[config.mk]
export PLATFORM = sky130hd
export DESIGN_NAME = sorted_list_insert_delete
export DESIGN_NICKNAME = d
export VERILOG_FILES = /design/src/rtl/slid_pkg.sv /design/src/rtl/slid_cell.sv /design/src/rtl/sorted_list_insert_delete.sv
export VERILOG_INCLUDE_DIRS = /design/src /design/src/rtl
export SDC_FILE = /design/constraint.sdc
export NUM_CORES = 2
export LEC_CHECK = 0
export ABC_AREA = 1
export BUFFER_PORTS_ARGS = -buffer_cell sky130_fd_sc_hd__clkbuf_2
export CORE_MARGIN = 4
export CORE_UTILIZATION = 60
export DETAILED_ROUTE_END_ITERATION = 12
export GPL_ROUTABILITY_DRIVEN = 0
export PLACE_DENSITY = 0.77
export SLEW_MARGIN = 20
export SYNTH_ARGS = -nofsm -noshare
export SYNTH_HDL_FRONTEND = slang
export SYNTH_SLANG_ARGS = --single-unit
[constraint.sdc]
create_clock -name clk -period 9.4 [get_ports clk]
set_input_delay 0.47 -clock clk [delete_from_list [all_inputs] [get_ports clk]]
set_output_delay 0.47 -clock clk [all_outputs]
set_load 0.005 [all_outputs]
[src/rtl/assert_macros.svh]
// assertion macros used by the top-level rtl file
`ifndef ASSERT_MACROS_SVH
`define ASSERT_MACROS_SVH

`ifndef SYNTHESIS
`define ASSERT_PROP(lbl, clk, rst_n, prop, msg) \
	lbl: assert property (@(posedge clk) disable iff (!rst_n) (prop)) else $error(msg);
`define ASSERT_NEVER(lbl, clk, rst_n, cond, msg) \
	lbl: assert property (@(posedge clk) disable iff (!rst_n) !(cond)) else $error(msg);
`else
`define ASSERT_PROP(lbl, clk, rst_n, prop, msg)
`define ASSERT_NEVER(lbl, clk, rst_n, cond, msg)
`endif

`endif

[src/rtl/slid_pkg.sv]
// types and constants of the sorted list block
`timescale 1ns / 1ps

package slid_pkg;

	localparam int DEPTH = 16;
	localparam int CNT_W = $clog2(DEPTH + 1);
	localparam int VAL_W = 32;

	localparam logic OP_INSERT = 1'b0;
	localparam logic OP_DELETE = 1'b1;

	typedef enum logic [1:0] {
		ST_INSERTED  = 2'd0,
		ST_REMOVED   = 2'd1,
		ST_NOT_FOUND = 2'd2,
		ST_FULL      = 2'd3
	} slid_status_t;

	typedef struct packed {
		logic                    op;
		logic signed [VAL_W-1:0] value;
	} slid_in_t;

	typedef struct packed {
		slid_status_t            status;
		logic [4:0]              count;
		logic signed [VAL_W-1:0] min_value;
		logic signed [VAL_W-1:0] max_value;
		logic                    is_empty;
	} slid_out_t;

	// broadcast from the controller to every cell
	typedef struct packed {
		logic                    cmp;
		logic                    ins;
		logic                    del;
		logic signed [VAL_W-1:0] value;
	} slid_ctl_t;

	// what a cell shows its neighbors and the controller
	typedef struct packed {
		logic signed [VAL_W-1:0] value;
		logic                    ins_sh;
		logic                    del_sh;
		logic                    hit;
	} slid_cell_st_t;

endpackage

[src/rtl/slid_cell.sv]
// one cell of the sorted chain: holds an entry and shifts to or from its neighbors
`timescale 1ns / 1ps

module slid_cell import slid_pkg::*; (
	input  logic          clk,
	input  slid_ctl_t     ctl,
	input  logic          occ,
	input  slid_cell_st_t left,
	input  slid_cell_st_t right,
	output slid_cell_st_t st
);

	logic signed [VAL_W-1:0] value_q;
	logic                    ins_sh_q;
	logic                    del_sh_q;
	logic                    hit_q;

	always_ff @(posedge clk) begin
		if (ctl.cmp) begin
			ins_sh_q <= !occ || (value_q > ctl.value);
			del_sh_q <= occ && (value_q >= ctl.value);
			hit_q    <= occ && (value_q == ctl.value);
		end
		if (ctl.ins && ins_sh_q) begin
			value_q <= left.ins_sh ? left.value : ctl.value;
		end else if (ctl.del && del_sh_q) begin
			value_q <= right.value;
		end
	end

	assign st.value  = value_q;
	assign st.ins_sh = ins_sh_q;
	assign st.del_sh = del_sh_q;
	assign st.hit    = hit_q;

endmodule

[src/rtl/sorted_list_insert_delete.sv]
// top level of the sorted list: controller, cell chain and result register
`timescale 1ns / 1ps
// Keeps up to DEPTH signed 32-bit entries in ascending order in a chain of cells,
// one entry per cell. An insert places the value after any equal entries; a delete
// removes the first equal entry. Each beat on the item channel yields exactly one
// beat on the result channel with status, count, smallest and largest entry and an
// empty flag. From acceptance to the next acceptance an item is registered, then every
// cell compares against it at once, then the whole chain shifts, and then the result is
// gathered into the output register, which waits while an earlier result is held and not
// taken. The output register lets the next item be taken while a result still waits.
`include "assert_macros.svh"

module sorted_list_insert_delete import slid_pkg::*; (
	input  logic      clk,
	input  logic      arst_n,
	input  logic      item_valid,
	output logic      item_ready,
	input  slid_in_t  item,
	output logic      res_valid,
	input  logic      res_ready,
	output slid_out_t res
);

	typedef enum logic [1:0] {PH_IDLE, PH_CMP, PH_UPD, PH_RES} phase_t;

	phase_t                  phase_q;
	logic                    op_q;
	logic signed [VAL_W-1:0] value_q;
	logic [CNT_W-1:0]        count_q;
	slid_status_t            status_q;
	logic                    res_valid_q;
	slid_out_t               res_q;

	slid_ctl_t               ctl;
	slid_cell_st_t           cell_st [DEPTH];
	logic [DEPTH-1:0]        occ;
	logic [DEPTH-1:0]        last;
	logic [DEPTH-1:0]        hit;
	logic                    found;
	logic                    full;
	logic                    load_res;
	logic signed [VAL_W-1:0] max_or;

	for (genvar i = 0; i < DEPTH; i++) begin : g_cell
		assign occ[i]  = count_q > CNT_W'(i);
		assign last[i] = count_q == CNT_W'(i + 1);
		assign hit[i]  = cell_st[i].hit;

		slid_cell u_cell (
			.clk   (clk),
			.ctl   (ctl),
			.occ   (occ[i]),
			.left  ((i == 0) ? slid_cell_st_t'('0) : cell_st[(i == 0) ? 0 : i - 1]),
			.right (cell_st[(i == DEPTH - 1) ? i : i + 1]),
			.st    (cell_st[i])
		);
	end

	assign found    = |hit;
	assign full     = count_q == CNT_W'(DEPTH);
	assign load_res = (phase_q == PH_RES) && (!res_valid_q || res_ready);

	always_comb begin
		ctl.cmp   = phase_q == PH_CMP;
		ctl.ins   = (phase_q == PH_UPD) && (op_q == OP_INSERT) && !full;
		ctl.del   = (phase_q == PH_UPD) && (op_q == OP_DELETE) && found;
		ctl.value = value_q;
	end

	always_comb begin
		max_or = '0;
		for (int i = 0; i < DEPTH; i++) begin
			max_or = max_or | (cell_st[i].value & {VAL_W{last[i]}});
		end
	end

	always_ff @(posedge clk or negedge arst_n) begin
		if (!arst_n) begin
			phase_q     <= PH_IDLE;
			count_q     <= '0;
			res_valid_q <= 1'b0;
		end else begin
			if (load_res) begin
				res_valid_q <= 1'b1;
			end else if (res_ready) begin
				res_valid_q <= 1'b0;
			end
			case (phase_q)
				PH_IDLE: begin
					if (item_valid) begin
						phase_q <= PH_CMP;
					end
				end
				PH_CMP: begin
					phase_q <= PH_UPD;
				end
				PH_UPD: begin
					if (ctl.ins) begin
						count_q <= count_q + CNT_W'(1);
					end else if (ctl.del) begin
						count_q <= count_q - CNT_W'(1);
					end
					phase_q <= PH_RES;
				end
				PH_RES: begin
					if (load_res) begin
						phase_q <= PH_IDLE;
					end
				end
				default: begin
					phase_q <= PH_IDLE;
				end
			endcase
		end
	end

	always_ff @(posedge clk) begin
		if (item_valid && item_ready) begin
			op_q    <= item.op;
			value_q <= item.value;
		end
		if (phase_q == PH_UPD) begin
			if (op_q == OP_INSERT) begin
				status_q <= full ? ST_FULL : ST_INSERTED;
			end else begin
				status_q <= found ? ST_REMOVED : ST_NOT_FOUND;
			end
		end
		if (load_res) begin
			res_q.status    <= status_q;
			res_q.count     <= 5'(count_q);
			res_q.min_value <= occ[0] ? cell_st[0].value : '0;
			res_q.max_value <= max_or;
			res_q.is_empty  <= !occ[0];
		end
	end

	assign item_ready = phase_q == PH_IDLE;
	assign res_valid  = res_valid_q;
	assign res        = res_q;

	`ASSERT_NEVER(a_count_range, clk, arst_n, count_q > CNT_W'(DEPTH), "entry count above depth")
	`ASSERT_PROP(a_count_hold, clk, arst_n, (phase_q != PH_UPD) |=> $stable(count_q), "count moved outside update")
	`ASSERT_PROP(a_full_hold, clk, arst_n, (phase_q == PH_UPD && op_q == OP_INSERT && full) |=> (count_q == CNT_W'(DEPTH)), "insert into full list changed count")
	`ASSERT_PROP(a_del_dec, clk, arst_n, (phase_q == PH_UPD && op_q == OP_DELETE && found) |=> (count_q == $past(count_q) - CNT_W'(1)), "delete did not drop count")
	`ASSERT_PROP(a_res_src, clk, arst_n, $rose(res_valid_q) |-> $past(phase_q == PH_RES), "result beat without gather phase")

endmodule
# Word-level counts from Yosys, hierarchy flattened
# Cells that the tools add are included.
[word_totals]
reg_bits = 674
inputBits = 37
output_inout_bits = 74
elab_cells = 371
[classes]
add_sub_neg = 2
n_lt_le_gt_ge = 47
eq_ne = 37
mux = 55
bitwise_logic = 32
n_reduce_logical = 124
[op_table]
columns = ["operator", "n"]
rows = [
  ["32-bit two-way mux", 45],
  ["32-bit AND", 16],
  ["32-bit equality test", 16],
  ["32-bit > comparator", 16],
  ["32-bit greater-or-equal comparator", 15],
  ["32-bit bitwise OR", 15],
  ["1-bit logical AND", 68],
  ["5-bit by 4-bit equality test with 1-bit output (second input constant)", 8],
  ["5-bit by 4-bit > comparator with 1-bit output (second input constant)", 8],
  ["2-bit nonzero test", 17],
  ["5-bit by 3-bit equality test with 1-bit output (second input constant)", 4],
  ["5-bit by 3-bit > comparator with 1-bit output (second input constant)", 4],
  ["1-bit logical NOT", 18],
  ["1-bit logical OR", 17],
  ["16-bit OR reduction", 1],
  ["5-bit by 2-bit equality test with 1-bit output (second input constant)", 2],
  ["5-bit by 1-bit > comparator with 1-bit output (second input constant)", 2],
  ["5-bit by 2-bit > comparator with 1-bit output (second input constant)", 2],
  ["2-bit two-way mux", 5],
  ["5-bit two-way mux", 2],
  ["2-bit case mux with 4 select lines", 1],
  ["5-bit by 1-bit adder with 5-bit output (second input constant)", 1],
  ["5-bit by 1-bit equality test with 1-bit output (second input constant)", 1],
  ["5-bit equality test (second input constant)", 1],
  ["8 further kinds", 12],
]

# Logic depth before layout (Yosys ltp)
[logic_depth]
depth_word = 17
ltp_mapped = 16
ltp_nobuf = 16

# By module
# Synthesis repeated with hierarchy kept, for this count alone.
[hier_totals]
hier_cells = 6916
area_unflattened_um2 = 51673.3
[by_module_without_submodules]
columns = ["mod", "instances", "cells_each", "area_each_um2", "seq_area_each_um2"]
rows = [
  ["slid_cell at g_cell[0].u_cell ...", 15, 337, 2636.3, 1051.0],
  ["sorted_list_insert_delete", 1, 1518, 9477.8, 3413.3],
  ["slid_cell at g_cell[15].u_cell", 1, 343, 2651.3, 1051.0],
]

# Least setup slack after synthesis
# No wires, ideal clock.
[synth_path]
kind = "register -> register"
from = "register phase_q[0]"
to = "register res_q, in the netlist res[0], enable pin"
setup_time_ns = 0.526
t_arrival_ns = 4.067
required_time_ns = 8.874
slack_ns = 4.808
path_stages_with_launch = 4
path_buffers = 0
synth_period_minus_slack_ns = 4.592
path_cell_list = "dfrtp_1 -> ha_1 -> inv_1 -> a21oi_1"
[synth_via]
elab_chain_cells = 2
[synth_rtl]
columns = ["element", "line", "rtl"]
rows = [
  ["from (decl)", "sorted_list_insert_delete.sv:26", "phase_t phase_q;"],
  ["from (signal assigned)", "sorted_list_insert_delete.sv:79", "phase_q <= PH_IDLE;"],
  ["from (signal assigned)", "sorted_list_insert_delete.sv:91", "phase_q <= PH_CMP;"],
  ["from (signal assigned)", "sorted_list_insert_delete.sv:95", "phase_q <= PH_UPD;"],
  ["2-bit equality test", "sorted_list_insert_delete.sv:61", "assign load_res = (phase_q == PH_RES) && (!res_valid_q || res_ready);"],
  ["1-bit logical AND", "sorted_list_insert_delete.sv:61", ""],
  ["via load_res", "sorted_list_insert_delete.sv:41", "logic load_res;"],
  ["to (decl)", "sorted_list_insert_delete.sv:32", "slid_out_t res_q;"],
]
# The timed path passes the listed nets, and every way through them passes these cells.
# A chain may end at the register's enable or synchronous reset.

# Worst setup path after layout
[layout_path]
from = "register count_q[0]"
to = "register g_cell[13].u_cell.value_q[28], enable pin"
[layout_via]
elab_chain_cells = 5
[layout_rtl]
columns = ["element", "line", "rtl"]
rows = [
  ["from (decl)", "sorted_list_insert_delete.sv:29", "logic [CNT_W-1:0] count_q;"],
  ["from (signal assigned)", "sorted_list_insert_delete.sv:99", "count_q <= count_q + CNT_W'(1);"],
  ["from (signal assigned)", "sorted_list_insert_delete.sv:101", "count_q <= count_q - CNT_W'(1);"],
  ["5-bit equality test", "sorted_list_insert_delete.sv:60", "assign full = count_q == CNT_W'(DEPTH);"],
  ["1-bit logical NOT", "sorted_list_insert_delete.sv:65", "ctl.ins = (phase_q == PH_UPD) && (op_q == OP_INSERT) && !full;"],
  ["1-bit logical AND", "sorted_list_insert_delete.sv:65", ""],
  ["1-bit logical AND", "slid_cell.sv:24", "if (ctl.ins && ins_sh_q) begin"],
  ["2-bit nonzero test (no line)", "--", ""],
  ["to (signal assigned)", "slid_cell.sv:25", "value_q <= left.ins_sh ? left.value : ctl.value;"],
  ["to (signal assigned)", "slid_cell.sv:27", "value_q <= right.value;"],
  ["to (decl)", "slid_cell.sv:13", "logic signed [VAL_W-1:0] value_q;"],
]
# No other way between the ends.

==> impl_metrics.ini <==
[clocking]
clk_latency_ns = 0.64
cts_tree = yes
ctsHoldBuffers = 22
clkTransAtPathRegs_ns = 0.06
htree_levels = 3
cts.repair.resized = 0
clock_path_buffers = 3
cts_inserted_buffers = 79
cts_root_buf = clkbuf_16
post_cts_buffers = 0
cts.sinks = 674

[sta]
fmax_mhz = 230
hold-worst-slack_ns = 0.0198
report.final.slew_viol_count = 0
hold_viol = 0
rsz0062_at_grt = false
min_period_ns = 4.34
tns_ns = 0
maxSlewHeadroom = 0.232
skew_ns = 0.0273
min_period_over_period = 0.462
tightest_slew_ns = 1.15
setup_viol = 0

[synth]
yosys.area.top_type = edfxtp_1
yosysMostFrequentCell = nand2_1
synth_fp_nets = 6161
synth_top_area_frac = 0.414
yosysUniqueCellTypes = 55
synth.cell_area_um2 = 48300
synthCells = 5602
syn_area_per_cell_um2 = 8.61
seq_area_frac_synth = 0.419
synth-seq-cells = 674
yosys_warnings = 0
synth-main-ff-cell = edfxtp_1
synth_common_cells = 1,474 x nand2_1, 692 x inv_1, 666 x edfxtp_1
async_flop_share = 0.0119
synthTopCellsByArea = edfxtp_1 41%, ha_1 14%, nand2_1 11%
synth_edf_count = 666

[setup_path]
cp_top_family = simple AND/OR/NAND/NOR gates
crit_slowest_cell = nand2_1
crit_buf_inv = 4
worst-setup-path-type = flop to flop
cpPeakStageDelay_ns = 0.76
arrival_ns = 4.66
end_kind = flop
path_cells = inv_1 -> ha_1 -> nand3_4 -> inv_2 -> nor2_8 -> nand2_8 -> inv_6 -> nand2_2 -> nand2_1 -> buf_4
critPathMaxFanout = 44
required_ns = 9.72
worstSetupStartpointType = flop

[global_route]
grt_max_degree = 73
grt_pass1_vias = 38700
antenna_found_initial = 1
grt_pass1_wl_um = 229000
gr-total-overflow = 0
grt_usage = 0.351

[final_layout]
area_growth_pct = 7.49
num-nets-final = 6155
drive_gt1_frac = 0.0850

[pwr]
p_leak_nw = 22.6
p_per_area_nw_per_um2 = 301
ir_drop_mv = 0.257
power.total_w = 0.0156

[routing]
drcViolationCount = 0
drt_iter0_markers = 7049
vias_per_cell = 6.38
drt_pass1_iterations = 7
wl_um = 155000
routedWlPerCell_um = 23.2
vias = 42800
ant_nets = 0

[floorplanning]
die_height_um = 292
design.die.area_um2 = 85000
num_rows = 103
fp.coreArea_um2 = 79400
pin_count = 111
start_util = 0.608
die_x_um = 292

[worst_hold_path]
hp-class = input port to flop

[placement]
dp_hpwl_um = 119000
io_buffers = 110

[status]
status = complete, no violations

[flow_run]
maxCapViolCount = 0
## cell usage in the layout (no fill, tap or decap), types with 17 or more instances in the layout
master            n
nand4_1          44
o2111ai_1        34
clkbuf_1         26
a21oi_1         224
o211ai_2         91
dlygate4sd3_1    22
o21ai_1         109
nor4_1           22
clkinv_1         21
o21ai_0         460
edfxtp_1        666
o211ai_1        295
nor2_1          176
nand2_1        1473
clkbuf_16        81
ha_1            521
inv_1           690
buf_4            52
o21ai_2          69
nor3_1           57
a211oi_1         19
nand3_1         118
a21o_1           17
inv_2            20
o21a_1           31
o22ai_1         107
clkbuf_2        110
## through the flow
| stage | util | worst slack, ns | cell area (µm²) | instances |
|---|---|---|---|---|
| floorplan | - | 4.81 | 48300 | 5602 |
| global placement | 0.621 | 5.33 | 49300 | 6543 |
| detailed placement | 0.621 | 5.19 | 49300 | 6543 |
| CTS | 0.653 | 5.17 | 51900 | 6706 |
| global route | 0.653 | 4.87 | 51900 | 6706 |
| finish | 0.653 | 5.06 | 51900 | 6707 |
## cell families (layout without fill, tap and decap cells)
kind of cell	Yosys count	in the layout	share of synthesized area
buffers and inverters	991	1045	0.0833
AOI/OAI and AO/OA	1481	1481	0.199
xor gates and xnor gates	4	4	0.000726
adders and majority gates	522	522	0.135
other	0	1	0
DFF	674	674	0.419
and+or+nand+nor	1929	1929	0.163
muxes	1	1	0.000233
## where the power goes
part           switching, W  internal [W]
Clock               0.00129       0.00168
Sequential         0.000734       0.00489
Combinational       0.00498       0.00207
Total               0.00700       0.00863
## worst reg2reg max path: stages (launching register included)
cell and delay [ns]:
dfrtp_1 0.53, inv_1 0.21, ha_1 0.29, nand3_4 0.39, inv_2 0.39, nor2_8 0.21
nand2_8 0.12, inv_6 0.25, nand2_2 0.48, nand2_1 0.77, buf_4 0.38
## metal layers
metal,vias to the layer above,GRT usage,part of all wire
met5,-,0,0
met4,0,0.122,0.038
met3,369,0.110,0.16
met2,2969,0.514,0.42
met1,19800,0.494,0.38
li1,19600,-,-
## path summary, 6_finish.rpt
kind | end | from | slack (ns) | depth (start not counted)
min | value_q[31]$_DFFE_PP_ | item[31] | 0.02 | 1
min in group asynchronous | phase_q[1]$_DFFE_PN0P_ | arst_n | 0.27 | 2
max | g_cell[13].u_cell.value_q[28]$_DFFE_PP_ | count_q[0]$_DFFE_PN0P_ | 5.06 | 10
max in group asynchronous | count_q[4]$_DFFE_PN0P_ | arst_n | 8.87 | 2
min reg2reg | res[71]$_DFFE_PP_ | status_q[1]$_DFFE_PP_ | 0.42 | 0
max reg2reg | g_cell[13].u_cell.value_q[28]$_DFFE_PP_ | count_q[0]$_DFFE_PN0P_ | 5.06 | 10
## cell type report
cell class,count,area [µm²]
multi-input cells,3937,24100
well taps,1050,1310
clock buffers,113,2210
repair buffers,185,1170
fillers,6507,27500
inverters,719,2730
flip-flops and latches,674,20200
clock inverters,28,168
diodes,1,2.50
## flip-flops by register name, indices dropped and copies added (netlist names), 2 cells and up
| signal | count |
|---|---|
| status_q | 2 |
| g_cell.u_cell.ins_sh_q | 16 |
| phase_q | 2 |
| g_cell.u_cell.del_sh_q | 15 |
| res | 72 |
| g_cell.u_cell.value_q | 512 |
| value_q | 32 |
| g_cell.u_cell.hit_q | 16 |
| count_q | 5 |
No activity file was read; power rests on OpenSTA's default activity.
